`config.mk`:
```
export PLATFORM = sky130hd
export DESIGN_NAME = fsdr_ctrl
export DESIGN_NICKNAME = d
export VERILOG_FILES = /design/src/rtl/core/frame_stack_deferred_release_unit_assert.svh /design/src/rtl/core/fsdr_pkg.sv /design/src/rtl/core/fsdr_ctrl.sv
export SDC_FILE = /design/constraint.sdc
export NUM_CORES = 1
export LEC_CHECK = 0
export ABC_AREA = 1
export BUFFER_PORTS_ARGS = -buffer_cell sky130_fd_sc_hd__buf_2
export CORE_AREA = 2 2 39 41
export DETAILED_ROUTE_END_ITERATION = 10
export DIE_AREA = 0 0 41 43
export PLACE_DENSITY_LB_ADDON = 0.12
export SLEW_MARGIN = 20
export SYNTH_ARGS = -nofsm -noshare
export SYNTH_HDL_FRONTEND = slang
export SYNTH_SLANG_ARGS = --single-unit
```
`constraint.sdc`:
```
create_clock -name clk_i -period 1.6 [get_ports clk_i]
set_input_delay 0.32 -clock clk_i [delete_from_list [all_inputs] [get_ports clk_i]]
set_output_delay 0.32 -clock clk_i [all_outputs]
set_load 0.02 [all_outputs]
```
`src/rtl/core/frame_stack_deferred_release_unit_assert.svh`:
```
// Assertion macros for the frame stack deferred release unit.
// Included by the RTL modules that carry concurrent checks; no dependencies.
`ifndef FRAME_STACK_DEFERRED_RELEASE_UNIT_ASSERT_SVH
`define FRAME_STACK_DEFERRED_RELEASE_UNIT_ASSERT_SVH

`ifndef SYNTHESIS

// Property must hold at every rising clock edge outside reset.
`define FSDR_ASSERT_PROP(label, clk, rst_n, prop) \
  label: assert property (@(posedge clk) disable iff (!rst_n) (prop)) \
    else $error("frame stack: assertion failed");

// Condition must never be seen at a rising clock edge outside reset.
`define FSDR_ASSERT_NEVER(label, clk, rst_n, cond) \
  `FSDR_ASSERT_PROP(label, clk, rst_n, !(cond))

`else

`define FSDR_ASSERT_PROP(label, clk, rst_n, prop)

`define FSDR_ASSERT_NEVER(label, clk, rst_n, cond)

`endif

`endif

```
`src/rtl/core/fsdr_pkg.sv`:
```
// Shared types, codes and defaults for the frame stack deferred release unit.
// No dependencies; imported by the controller, the datapath and the top level.
`default_nettype none

package fsdr_pkg;

  // Default sizing of the slot memory and the frame tables.
  localparam int SLOT_COUNT_DEF  = 1024;
  localparam int FRAME_COUNT_DEF = 256;
  localparam int EXPR_WIDTH_DEF  = 32;

  // Fixed widths of the item fields.
  localparam int REQ_W    = 2;
  localparam int FSIZE_W  = 11;
  localparam int SIDX_W   = 10;
  localparam int SEXPR_W  = 32;
  localparam int LINK_W   = 10;
  localparam int FIDX_W   = 8;
  localparam int STATUS_W = 3;
  localparam int BASE_W   = 10;
  localparam int TSIZE_W  = 11;
  localparam int TFRAME_W = 8;
  localparam int USED_W   = 11;

  // Request codes.
  localparam logic [REQ_W-1:0] REQ_PUSH    = 2'd0;
  localparam logic [REQ_W-1:0] REQ_STORE   = 2'd1;
  localparam logic [REQ_W-1:0] REQ_RELEASE = 2'd2;
  localparam logic [REQ_W-1:0] REQ_READ    = 2'd3;

  // Status codes.
  localparam logic [STATUS_W-1:0] ST_OK          = 3'd0;
  localparam logic [STATUS_W-1:0] ST_EMPTY_PUSH  = 3'd1;
  localparam logic [STATUS_W-1:0] ST_FULL        = 3'd2;
  localparam logic [STATUS_W-1:0] ST_STACK_EMPTY = 3'd3;
  localparam logic [STATUS_W-1:0] ST_BAD_INDEX   = 3'd4;
  localparam logic [STATUS_W-1:0] ST_RELEASED    = 3'd5;

  typedef struct packed {
    logic [REQ_W-1:0]   req_type;
    logic [FSIZE_W-1:0] claim_size;
    logic [SIDX_W-1:0]  slot_index;
    logic [SEXPR_W-1:0] slot_expr;
    logic [LINK_W-1:0]  slot_link;
    logic [FIDX_W-1:0]  frame_index;
  } req_t;

  typedef struct packed {
    logic [STATUS_W-1:0] status;
    logic                stack_empty;
    logic [BASE_W-1:0]   base_offset;
    logic [TSIZE_W-1:0]  top_frame_size;
    logic [TFRAME_W-1:0] top_frame;
    logic [USED_W-1:0]   used_slots;
    logic [SEXPR_W-1:0]  read_expr;
    logic [LINK_W-1:0]   read_link;
  } rsp_t;

  // Commands from the controller to the datapath.
  typedef struct packed {
    logic                latch_req;
    logic                clr_init;
    logic                clr_step;
    logic                push_commit;
    logic                slot_access;
    logic                rel_read;
    logic                rel_write;
    logic                pop_top;
    logic                pop_read;
    logic                pop_pop;
    logic                pop_stop;
    logic                pop_empty;
    logic                set_status;
    logic [STATUS_W-1:0] status;
    logic                finish;
  } cmd_t;

  // Status flags from the datapath to the controller.
  typedef struct packed {
    logic [REQ_W-1:0] req_type;
    logic             size_zero;
    logic             push_full;
    logic             stack_empty;
    logic             slot_bad;
    logic             frame_bad;
    logic             frame_is_top;
    logic             uses_zero;
    logic             uses_one;
    logic             clr_last;
  } flags_t;

endpackage

`default_nettype wire

```
`src/rtl/core/fsdr_ctrl.sv`:
```
// Sequencing controller of the frame stack deferred release unit.
// Depends on fsdr_pkg; drives the datapath through cmd_t and reads flags_t.
`default_nettype none

module fsdr_ctrl (
  input  wire logic            clk_i,
  input  wire logic            rst_ni,
  input  wire logic            start,
  output logic                 busy,
  input  wire fsdr_pkg::flags_t flags_i,
  output fsdr_pkg::cmd_t       cmd_o
);
  import fsdr_pkg::*;

  localparam logic [2:0] S_IDLE     = 3'd0;
  localparam logic [2:0] S_DECODE   = 3'd1;
  localparam logic [2:0] S_CLEAR    = 3'd2;
  localparam logic [2:0] S_REL_EVAL = 3'd3;
  localparam logic [2:0] S_POP_READ = 3'd4;
  localparam logic [2:0] S_POP_EVAL = 3'd5;
  localparam logic [2:0] S_FINISH   = 3'd6;

  logic [2:0] state_q, state_d;

  always_comb begin
    state_d = state_q;
    cmd_o   = '0;
    case (state_q)
      S_IDLE: begin
        if (start) begin
          cmd_o.latch_req = 1'b1;
          state_d         = S_DECODE;
        end
      end
      S_DECODE: begin
        state_d = S_FINISH;
        case (flags_i.req_type)
          REQ_PUSH: begin
            if (flags_i.size_zero) begin
              cmd_o.set_status = 1'b1;
              cmd_o.status     = ST_EMPTY_PUSH;
            end else if (flags_i.push_full) begin
              cmd_o.set_status = 1'b1;
              cmd_o.status     = ST_FULL;
            end else begin
              cmd_o.clr_init = 1'b1;
              state_d        = S_CLEAR;
            end
          end
          REQ_RELEASE: begin
            if (flags_i.stack_empty) begin
              cmd_o.set_status = 1'b1;
              cmd_o.status     = ST_STACK_EMPTY;
            end else if (flags_i.frame_bad) begin
              cmd_o.set_status = 1'b1;
              cmd_o.status     = ST_BAD_INDEX;
            end else begin
              cmd_o.rel_read = 1'b1;
              state_d        = S_REL_EVAL;
            end
          end
          default: begin
            // store and read share the checks and the slot port
            if (flags_i.stack_empty) begin
              cmd_o.set_status = 1'b1;
              cmd_o.status     = ST_STACK_EMPTY;
            end else if (flags_i.slot_bad) begin
              cmd_o.set_status = 1'b1;
              cmd_o.status     = ST_BAD_INDEX;
            end else begin
              cmd_o.slot_access = 1'b1;
            end
          end
        endcase
      end
      S_CLEAR: begin
        cmd_o.clr_step = 1'b1;
        if (flags_i.clr_last) begin
          cmd_o.push_commit = 1'b1;
          state_d           = S_FINISH;
        end
      end
      S_REL_EVAL: begin
        state_d = S_FINISH;
        if (flags_i.uses_zero) begin
          cmd_o.set_status = 1'b1;
          cmd_o.status     = ST_RELEASED;
        end else begin
          cmd_o.rel_write = 1'b1;
          // top frame count reaches zero: start the cascade
          if (flags_i.frame_is_top && flags_i.uses_one) begin
            cmd_o.pop_top = 1'b1;
            state_d       = S_POP_READ;
          end
        end
      end
      S_POP_READ: begin
        if (flags_i.stack_empty) begin
          cmd_o.pop_empty = 1'b1;
          state_d         = S_FINISH;
        end else begin
          cmd_o.pop_read = 1'b1;
          state_d        = S_POP_EVAL;
        end
      end
      S_POP_EVAL: begin
        if (flags_i.uses_zero) begin
          cmd_o.pop_pop = 1'b1;
          state_d       = S_POP_READ;
        end else begin
          cmd_o.pop_stop = 1'b1;
          state_d        = S_FINISH;
        end
      end
      S_FINISH: begin
        cmd_o.finish = 1'b1;
        state_d      = S_IDLE;
      end
      default: begin
        state_d = S_IDLE;
      end
    endcase
  end

  always_ff @(posedge clk_i or negedge rst_ni) begin
    if (!rst_ni) begin
      state_q <= S_IDLE;
    end else begin
      state_q <= state_d;
    end
  end

  assign busy = (state_q != S_IDLE);

endmodule

`default_nettype wire

```
# After elaboration in Yosys (flattened, before gate mapping)
# Index checks and enable logic that the tools add are counted.
# Widths: inputs -> output; s select.
word_totals:
  ff_bits: 3
  latch_bits: 0
  mem_bits_rw: 0
  romBits: 0
  output_inout_bits: 18
  memories: 0
classes:
  add_sub_neg: 0
  multipliers: 0
  n_div: 0
  magnitude_cmp: 0
  eq_ne: 9
  shifts: 0
  n_mux: 47
  bitwise: 0
  n_reduce_logical: 6
op_table:
  columns: ["cell", "n"]
  rows:
  - ["$mux 4", 7]
  - ["$mux 1", 21]
  - ["$mux 3", 7]
  - ["$pmux 3 s6", 1]
  - ["$mux 2", 8]
  - ["$pmux 4 s2", 2]
  - ["$eq 3x3->1 const B", 3]
  - ["$eq 3x2->1 const B", 2]
  - ["$pmux 3 s2", 1]
  - ["$ne 2x2->1 const B", 2]
  - ["$eq 3x1->1 const B", 1]
  - ["$logic_not 3->1", 1]
  - ["$reduce_bool 3->1", 1]
  - ["$eq 2x2->1 const B", 1]
  - ["$logic_not 2->1", 1]
  - ["$reduce_and 2->1", 1]
  - ["$reduce_or 2->1", 1]
  - ["$logic_and 1x1->1", 1]

# Logic depth before layout (Yosys ltp)
# Gate-level depths: netlist of the first run.
logic_depth:
  word_depth: 4
  mapped_depth: 8
  ltp_nobuf: 8

# Worst setup path before layout of the first run
# No wires, ideal clock.
synth_path:
  kind: "register to output"
  startpoint: "register state_q[2]"
  endpoint: "output port cmd_o[1] (netlist name)"
  t_arrival_ns: 1.185
  t_required_ns: 1.280
  setup_slack_ns: 0.095
  stages_incl_launch_ff: 4
  path_buffers: 0
  path_cell_list: "dfrtp_1 -> inv_2 -> nand3_2 -> o21ai_0"
synth_lines:
  columns: ["element", "line_no", "rtl"]
  rows:
  - ["from (decl)", "fsdr_ctrl.sv:23", "logic [2:0] state_q, state_d;"]
  - ["from (signal assigned)", "fsdr_ctrl.sv:129", "state_q <= state_d;"]
  - ["to (decl)", "fsdr_ctrl.sv:11", "output fsdr_pkg::cmd_t cmd_o"]

==> qor.yml, run 1 <==
grt:
  grt_use_total_pct: 14.2
  gr-total-overflow: 0
  grt_max_degree: 8
  first_global_vias: 436
  antenna_found_initial: 0
  grt_pass1_wl_um: 1690
worst_hold_path:
  hold_class: "in2async"
setup_path:
  critPathMaxStageDelay_ns: 0.43
  rrSetupSlack_ns: 0.38
  cpMaxStageDelayCell: "dfrtp_2"
  worst-setup-path-type: "reg2out"
  reg2reg_depth: 4
  path_buf_inv: 3
  required_ns: 1.28
  reg2reg_from: "state_q[1]"
  path_cells: "inv_2 > nand3_4 > inv_2 > nand3_2 > o21ai_2 > buf_6"
  cpMostUsedCell: "inv_2"
  r2r-end: "state_q[2]"
  cp_top_family: "flip-flops"
  worstSetupEndpointType: "primary output"
  arrival_ns: 1.28
  start_kind: "flop"
  critPathMaxFanout: 5
final_layout:
  layoutNonFillerInstCount: 133
  largest_register: "state_q"
  layout_common_cells: "27 x buf_2, 15 x nor2_1, 15 x nand2_1"
  area_delta_synth_final_pct: 78.0
  n_antenna_cell: 0
  fin_util_pct: 52.0
  final_common_cell: "buf_2"
  fillers: 166
  largestRegisters: "state_q (3)"
  fin_nets: 133
  layout-drive-gt1-share_pct: 44.4
  largest_reg_flops: 3
  stdcell_area_um2: 719
clock_tree:
  cts_buffer_depth: 2
  clkLatencyLatePin_ns: 0.23
  clock_sinks: 3
  htree_levels: 1
  root_buffer: "clkbuf_4"
  cts_made_buffers: 3
  clk_pin_slew_ns: 0.04
  cts_tree: "built"
yosys:
  yosysUniqueCellTypes: 16
  syn_avg_cell_area_um2: 5.32
  syn-num-nets: 91
  ys_seq_elements: 3
  syn_area_um2: 404
  seq_area_frac_synth_pct: 18.6
  yosys_warnings: 0
  syn-instance-count: 76
run:
  drv_cap: 0
power:
  p_per_area_nw_per_um2: 1490
  p_total_uw: 1070
  leakage_uw: 0.000434
  ir_drop_mv: 0.716
route:
  first_pass_iters: 4
  vias: 585
  drcViolationCount: 0
  vias_per_cell: 4.40
  totalWireLength_um: 1190
  drt_iter0_markers: 4
  antenna_left: 0
  wl_per_cell_um: 8.91
placement:
  port_buffers: 31
  routabilityCongestion: 0.823
  dp_cells: 125
  dpl-instance-area_um2: 594
  hpwl_um: 969
timing:
  finalHoldViolCount: 0
  period_share_pct: 100
  finalMaxSlewViolations: 0
  worstMarginPinSlew_ns: 0.199
  period_needed_ns: 1.60
  rsz0062_at_grt: "true"
  relSlewSlack_pct: 86.6
  final.setup.worst_slack_ns: -0.00304
  hold_slack_ns: 0.413
  clock_skew_ns: 0.00447
  fmax_mhz: 624
  setup_violations: 1
die:
  rows: 14
  fp.dieH_um: 43
  dieArea_um2: 1760
  core_area_um2: 1380
  io_pins: 32
  start_util_pct: 29.2
  die_w_um: 41
outcome:
  violations: "setup timing"
  status: "complete, but fails checks"
-- metrics by stage --
stage,setup TNS (ns),worst slack [ns]
CTS,-0.0177,-0.00989
finish,-0.00304,-0.00304
floorplan,0,0.0951
global route,-0.160,-0.0740
global placement,0,0.150
detailed placement,0,0.149
-- layout make-up --
cell class,count,area (µm²),share of cell area [%]
sequential,3,77.6,10.8
timing repair buffer,37,228,31.7
clock buffer,4,26.3,3.65
multi-input combinational,58,312,43.3
inverter,15,56.3,7.83
tap,16,20.0,2.78
-- layer usage --
layer / global-route usage (%) / routed length (µm) / vias up
met4: 6.00 / 0 / 0
met2: 20.0 / 554 / 14
li1: - / - / 325
met3: 4.71 / 54 / 0
met5: 0 / 0 / -
met1: 19.2 / 576 / 246
-- power breakdown --
group | leakage [µW] | internal [µW] | switching, µW | total [µW]
Sequential | 0.0000352 | 118 | 48.9 | 167
Combinational | 0.000384 | 303 | 468 | 772
Clock | 0.0000150 | 93.3 | 36.6 | 130
Total | 0.000434 | 515 | 554 | 1070
-- timing repair --
item,4_1_cts,5_1_grt
setup endpoints to repair,5,6
buffers inserted,1,2
gates resized for setup,13,8
endpoints found under the hold margin,3,0
hold buffers,1,0
pin swaps,1,2
-- synthesized netlist by cell type, drive strengths merged --
master,count,share of area (%)
a21boi,1,1.9
a21oi,3,3.7
dfrtp,3,19
ha,1,3.1
inv,15,14
nand2,16,15
nand3,9,12
nand3b,2,3.7
nand4,1,1.5
nor2,19,19
nor3,3,3.7
o21ai,3,3.7
-- cells by family after synthesis --
logic type               share of synthesized area, %
buffers and inverters                            13.9
AND/OR/NAND/NOR                                  55.1
AO/OA/AOI/OAI                                    9.29
adder cells (fa/ha/maj)                          3.10
flip-flops                                       18.6
-- how the worst max path moves through the flow --
stage,startpoint,endpoint,slack (ns),cells past startpoint
final,state_q[1],cmd_o[4],-0.003,6
after floorplan,state_q[2],cmd_o[1],0.1,3
after CTS,state_q[1],cmd_o[8],-0.01,4
after global placement,state_q[0],cmd_o[8],0.15,4
after detailed placement,state_q[1],cmd_o[4],0.15,6
after global routing,state_q[1],cmd_o[4],-0.07,6
Power figures use the tool's default switching activity.
==> run 2, diff against run 1 <==
--- a/config.mk
+++ b/config.mk
@@ -5,12 +5,12 @@
 export SDC_FILE = /design/constraint.sdc
 export NUM_CORES = 1
 export LEC_CHECK = 0
-export ABC_AREA = 1
 export BUFFER_PORTS_ARGS = -buffer_cell sky130_fd_sc_hd__buf_2
 export CORE_AREA = 2 2 39 41
 export DETAILED_ROUTE_END_ITERATION = 10
 export DIE_AREA = 0 0 41 43
 export PLACE_DENSITY_LB_ADDON = 0.12
+export SKIP_LAST_GASP = 1
 export SLEW_MARGIN = 20
 export SYNTH_ARGS = -nofsm -noshare
 export SYNTH_HDL_FRONTEND = slang
==> qor.yml, run 2 <==
outcome:
  status: "complete, but fails checks"
  violations: "setup timing"
power:
  p_total_uw: 1550  # +45%
  p_sw_uw: 671  # +21%
  p_per_area_nw_per_um2: 1530  # +2.7%
  power_frac_clock_pct: 8.4  # -3.8 points
  ir_drop_mv: 0.954  # +33%
  p_sw_share_pct: 43.2  # -8.6 points
  combPwrFrac_pct: 81.5  # +9.3 points
  internal_power_uw: 881  # +71%
  leakage_uw: 0.000481  # +11%
  seqPwrFrac_pct: 10.0  # -5.7 points
yosys:
  ys_top_cells_by_count: "6 x a21oi_1, 6 x nand2_1, 6 x nor2_1, 5 x nor3_1, 3 x dfrtp_1"
  syn_area_um2: 447  # +11%
  synth_enable_flop_cells: 0  # unchanged
  seq_area_frac_synth_pct: 16.8  # -1.8 points
  ys.flop_type: "dfrtp_1"
  synth_top_area_share_pct: 16.8  # -1.8 points
  syn-num-nets: 76  # -16%
  ys_seq_elements: 3  # unchanged
  synth_largest_area_cell: "dfrtp_1"
  synth_area_leaders: "dfrtp_1 17%, a21oi_1 6.7%, nor3_1 5.6%, buf_6 5.0%, nand2_1 5.0%"
  syn_avg_cell_area_um2: 7.32  # +38%
  yosysUniqueCellTypes: 32  # +16
  yosys_warnings: 0  # unchanged
  syn-instance-count: 61  # -20%
  async_flop_share_pct: 100  # unchanged
worst_hold_path:
  hold_class: "in2async"
final_layout:
  largest_register: "state_q"
  largest_reg_flops: 3  # unchanged
  area_delta_synth_final_pct: 128
  n_antenna_cell: 0  # unchanged
  layout_common_cells: "26 x buf_4, 15 x buf_2, 13 x buf_6"
  fin_nets: 134  # +0.75%
  layout-drive-gt1-share_pct: 67.8  # +23 points
  final_common_cell: "buf_4"
  largestRegisters: "state_q (3)"
timing:
  worstMarginPinSlew_ns: 0.339  # +0.140 ns
  setup_violations: 15  # +14
  fmax_mhz: 588  # -5.7%
  period_share_pct: 106  # +6.0 points
  period_needed_ns: 1.70  # +0.0966 ns
  finalHoldViolCount: 0  # unchanged
  final.setup.worst_slack_ns: -0.0997  # -0.0966 ns
  clock_skew_ns: 0.00119  # -0.00328 ns
  relSlewSlack_pct: 77.2  # -9.4 points
  hold_slack_ns: 0.428  # +0.0150 ns
  finalMaxSlewViolations: 0  # unchanged
  rsz0062_at_grt: "true"
setup_path:
  critPathMaxFanout: 7  # +2
  worst-setup-path-type: "in2out"
  worstSetupEndpointType: "primary output"
  arrival_ns: 1.38  # +0.10 ns
  required_ns: 1.28  # about the same
  start_kind: "input port"
route:
  wl_per_cell_um: 12.5  # +40%
  first_pass_iters: 4  # unchanged
  totalWireLength_um: 1670  # +41%
  drcViolationCount: 0  # unchanged
  vias: 655  # +12%
  drt_iter0_markers: 4  # unchanged
  vias_per_cell: 4.89  # +11%
  antenna_left: 0  # unchanged
die:
  fp.dieH_um: 43  # unchanged
  dieArea_um2: 1760  # unchanged
  rows: 14  # unchanged
  die_w_um: 41  # unchanged
  core_area_um2: 1380  # unchanged
  start_util_pct: 32.3  # +3.1 points
  io_pins: 32  # unchanged
clock_tree:
  htree_levels: 1  # unchanged
  clock_sinks: 3  # unchanged
  root_buffer: "clkbuf_4"
  cts_tree: "built"
  clk_pin_slew_ns: 0.04  # about the same
  clkLatencyLatePin_ns: 0.23  # about the same
  cts_buffer_depth: 2  # unchanged
  cts_made_buffers: 3  # unchanged
grt:
  first_global_vias: 526  # +21%
  grt_pass1_wl_um: 2190  # +30%
  antenna_found_initial: 0  # unchanged
  grt_max_degree: 12  # +4
  gr-total-overflow: 0  # unchanged
  grt_use_total_pct: 17.9  # +3.7 points
placement:
  dp_slack_ns: -0.164  # -0.312 ns
  hpwl_um: 986  # +1.7%
  port_buffers: 31  # unchanged
  routabilityCongestion: 0.791  # -3.9%
run:
  drv_cap: 0  # unchanged
-- run 2: power by group through the flow --
| stage | Sequential, µW | Combinational (µW) | Clock, µW |
|---|---|---|---|
| 2_1_floorplan | 143 | 554 | 0 |
| 3_3_place_gp | 135 | 758 | 0 |
| 3_5_place_dp | 136 | 762 | 0 |
| 4_1_cts | 140 | 885 | 132 |
| 5_1_grt | 158 | 1370 | 143 |
| 6_report | 156 | 1260 | 131 |
-- run 2: path summary, 6_finish.rpt --
| path | depth (start not counted) | startpoint | end | slack [ns] |
|---|---|---|---|---|
| hold reg to reg | 2 | state_q[1] | state_q[2] | 0.70 |
| setup reg to reg | 6 | state_q[1] | state_q[1] | 0.17 |
| setup / recovery | 5 | flags_i[9] | cmd_o[4] | -0.1 |
| hold / removal | 2 | rst_ni | state_q[2] | 0.43 |
| min in group clk_i | 4 | flags_i[0] | state_q[1] | 0.46 |
| max in group asynchronous | 2 | rst_ni | state_q[1] | 1.05 |
-- run 2: timing repair --
item	CTS	global route
endpoints found under the setup margin	14	17
setup buffers	3	10
hold endpoints to repair	3	0
pin swaps	3	12
gates resized for setup	26	34
cloned	0	2
hold buffers	1	0
-- run 2: routing by layer --
layer | up-vias | GRT usage [%] | share of wire (%) | routed length, µm
met3 | 0 | 3.14 | 2.8 | 46
met1 | 304 | 24.6 | 42 | 709
met2 | 16 | 26.3 | 55 | 912
met5 | - | 0 | 0 | 0
met4 | 0 | 8.00 | 0 | 0
li1 | 335 | - | - | -
-- run 2: area by class of cell --
cell class              count  area, µm²
fillers                   109        367
repair buffers             56        442
flip-flops and latches      3       76.3
clock buffers               4       26.3
well taps                  16       20.0
inverters                   2       7.51
multi-input cells          53        445
-- run 2: cell families (layout without fill, tap and decap cells) --
group	count (synthesis)	count (layout)	synth area share, %
and+or+nand+nor	36	36	46.5
adders and majority gates	1	1	2.80
muxes	1	1	2.24
AOI/OAI and AO/OA	15	15	21.9
buffers and inverters	5	62	9.80
DFF	3	3	16.8
-- run 2: worst max-delay path, cell delays in order --
cell	delay [ns]
buf_8	0.11
nor3b_4	0.15
or4_4	0.53
a21oi_2	0.13
buf_4	0.15
-- run 2: per-stage QoR --
stage          TNS (ns)  std cells  instance area [µm²]  utilization [%]
6_report         -0.629        134                 1020             73.5
5_1_grt           -1.35        134                 1020             73.5
4_1_cts          -0.931        122                  813             58.8
3_5_place_dp     -0.323        114                  661             47.7
3_3_place_gp     -0.262        114                  661             47.7
2_1_floorplan         0         61                  454                -
==> run 3, diff against run 2 <==
--- a/config.mk
+++ b/config.mk
@@ -10,6 +10,7 @@
 export DETAILED_ROUTE_END_ITERATION = 10
 export DIE_AREA = 0 0 41 43
 export PLACE_DENSITY_LB_ADDON = 0.12
+export RECOVER_POWER = 100
 export SKIP_LAST_GASP = 1
 export SLEW_MARGIN = 20
 export SYNTH_ARGS = -nofsm -noshare
==> qor.yml, run 3 (synthesis results as in run 2) <==
timing:
  hold_slack_ns: 0.447  # +0.0184 ns
  period_needed_ns: 1.70  # +0.0000411 ns
  setup_violations: 15  # unchanged
  relSlewSlack_pct: 77.2  # unchanged
  finalHoldViolCount: 0  # unchanged
  finalMaxSlewViolations: 0  # unchanged
  fmax_mhz: 588  # about the same
  clock_skew_ns: 0.00191  # +0.000719 ns
  rsz0062_at_grt: "true"
  final.setup.worst_slack_ns: -0.0997  # -0.0000411 ns
  worstMarginPinSlew_ns: 0.339  # unchanged
  period_share_pct: 106  # about the same
route:
  vias_per_cell: 4.89  # unchanged
  drcViolationCount: 0  # unchanged
  first_pass_iters: 4  # unchanged
  vias: 655  # unchanged
  antenna_left: 0  # unchanged
  wl_per_cell_um: 12.5  # +0.12%
  totalWireLength_um: 1670  # +0.12%
  drt_iter0_markers: 4  # unchanged
placement:
  dpl-instance-area_um2: 661  # unchanged
  hpwl_um: 986  # unchanged
  dp_cells: 114  # unchanged
  port_buffers: 31  # unchanged
  dp_slack_ns: -0.164  # unchanged
  routabilityCongestion: 0.791  # unchanged
final_layout:
  layout-drive-gt1-share_pct: 66.9  # -0.85 points
  largestRegisters: "state_q (3)"
  fin_nets: 134  # unchanged
  stdcell_area_um2: 1020  # -0.12%
  largest_reg_flops: 3  # unchanged
  final_common_cell: "buf_4"
  n_antenna_cell: 0  # unchanged
  layout_common_cells: "26 x buf_4, 14 x buf_2, 13 x buf_6"
  largest_register: "state_q"
  area_delta_synth_final_pct: 127
  layoutNonFillerInstCount: 134  # unchanged
clock_tree:
  clock_sinks: 3  # unchanged
  root_buffer: "clkbuf_4"
  cts_buffer_depth: 2  # unchanged
  htree_levels: 1  # unchanged
  cts_tree: "built"
  clk_pin_slew_ns: 0.04  # about the same
  cts_made_buffers: 3  # unchanged
  clkLatencyLatePin_ns: 0.23  # about the same
power:
  power_frac_clock_pct: 8.5  # about the same
  seqPwrFrac_pct: 10.0  # about the same
  leakage_uw: 0.000479  # -0.57%
  p_sw_share_pct: 43.3  # +0.12 points
  ir_drop_mv: 0.954  # about the same
  p_sw_uw: 674  # +0.45%
  p_per_area_nw_per_um2: 1530  # +0.30%
  combPwrFrac_pct: 81.5  # about the same
  internal_power_uw: 881  # about the same
die:
  dieArea_um2: 1760  # unchanged
  io_pins: 32  # unchanged
  start_util_pct: 32.3  # unchanged
  die_w_um: 41  # unchanged
  rows: 14  # unchanged
  core_area_um2: 1380  # unchanged
  fp.dieH_um: 43  # unchanged
outcome:
  status: "complete, but fails checks"
  violations: "setup timing"
setup_path:
  worstSetupEndpointType: "primary output"
  worst-setup-path-type: "in2out"
  critPathMaxFanout: 7  # unchanged
  start_kind: "input port"
  required_ns: 1.28  # about the same
  reg2reg_depth: 6  # unchanged
  arrival_ns: 1.38  # about the same
run:
  drv_cap: 0  # unchanged
worst_hold_path:
  hold_class: "in2async"
grt:
  grt_use_total_pct: 17.9  # unchanged
  grt_pass1_wl_um: 2190  # unchanged
  antenna_found_initial: 0  # unchanged
  gr-total-overflow: 0  # unchanged
  first_global_vias: 526  # unchanged
  grt_max_degree: 12  # unchanged
==> run 3: final timing paths <==
check,to,slack [ns],from
worst max-delay path,cmd_o[4],-0.1,flags_i[9]
worst min-delay path,state_q[0],0.45,rst_ni
worst max register to register,state_q[1],0.17,state_q[1]
worst min register to register,state_q[2],0.71,state_q[1]
max in group asynchronous,state_q[1],0.97,rst_ni
min in group clk_i,state_q[1],0.46,flags_i[0]
==> run 3: repair_timing <==
action,in CTS,in global routing
cloned,0,2
pin swaps,3,12
setup endpoints to repair,14,17
endpoints found under the hold margin,3,0
setup buffers,3,10
hold buffers,1,0
resized for setup,26,34
==> run 3: worst max-delay path: stages <==
cell,delay [ns]
buf_8,0.11
nor3b_4,0.15
or4_4,0.53
a21oi_2,0.13
buf_4,0.15
==> run 3: area by class of cell <==
type | count | area [µm²]
well taps | 16 | 20.0
multi-input cells | 53 | 445
inverters | 2 | 7.51
clock buffers | 4 | 26.3
repair buffers | 56 | 440
fillers | 110 | 368
flip-flops and latches | 3 | 76.3
==> run 3: stage by stage <==
step	setup TNS [ns]	util [%]	total power, µW
final	-0.631	73.4	1550
after global placement	-0.262	47.7	893
after CTS	-0.931	58.8	1160
after global routing	-1.35	73.4	1670
after floorplan	0	-	697
after detailed placement	-0.323	47.7	899
==> run 3: layer usage <==
metal / part of all wire (%) / track usage (%) / vias up
met4: 0 / 8.00 / 0
met3: 2.8 / 3.14 / 0
li1: - / - / 334
met2: 55 / 26.3 / 16
met5: 0 / 0 / -
met1: 42 / 24.6 / 305
==> run 3: power groups by stage <==
stage	sequential [µW]	combinational (µW)	clock (µW)
detailed placement	136	762	0
global placement	135	758	0
global route	158	1370	143
floorplan	143	554	0
finish	156	1270	132
CTS	140	885	132
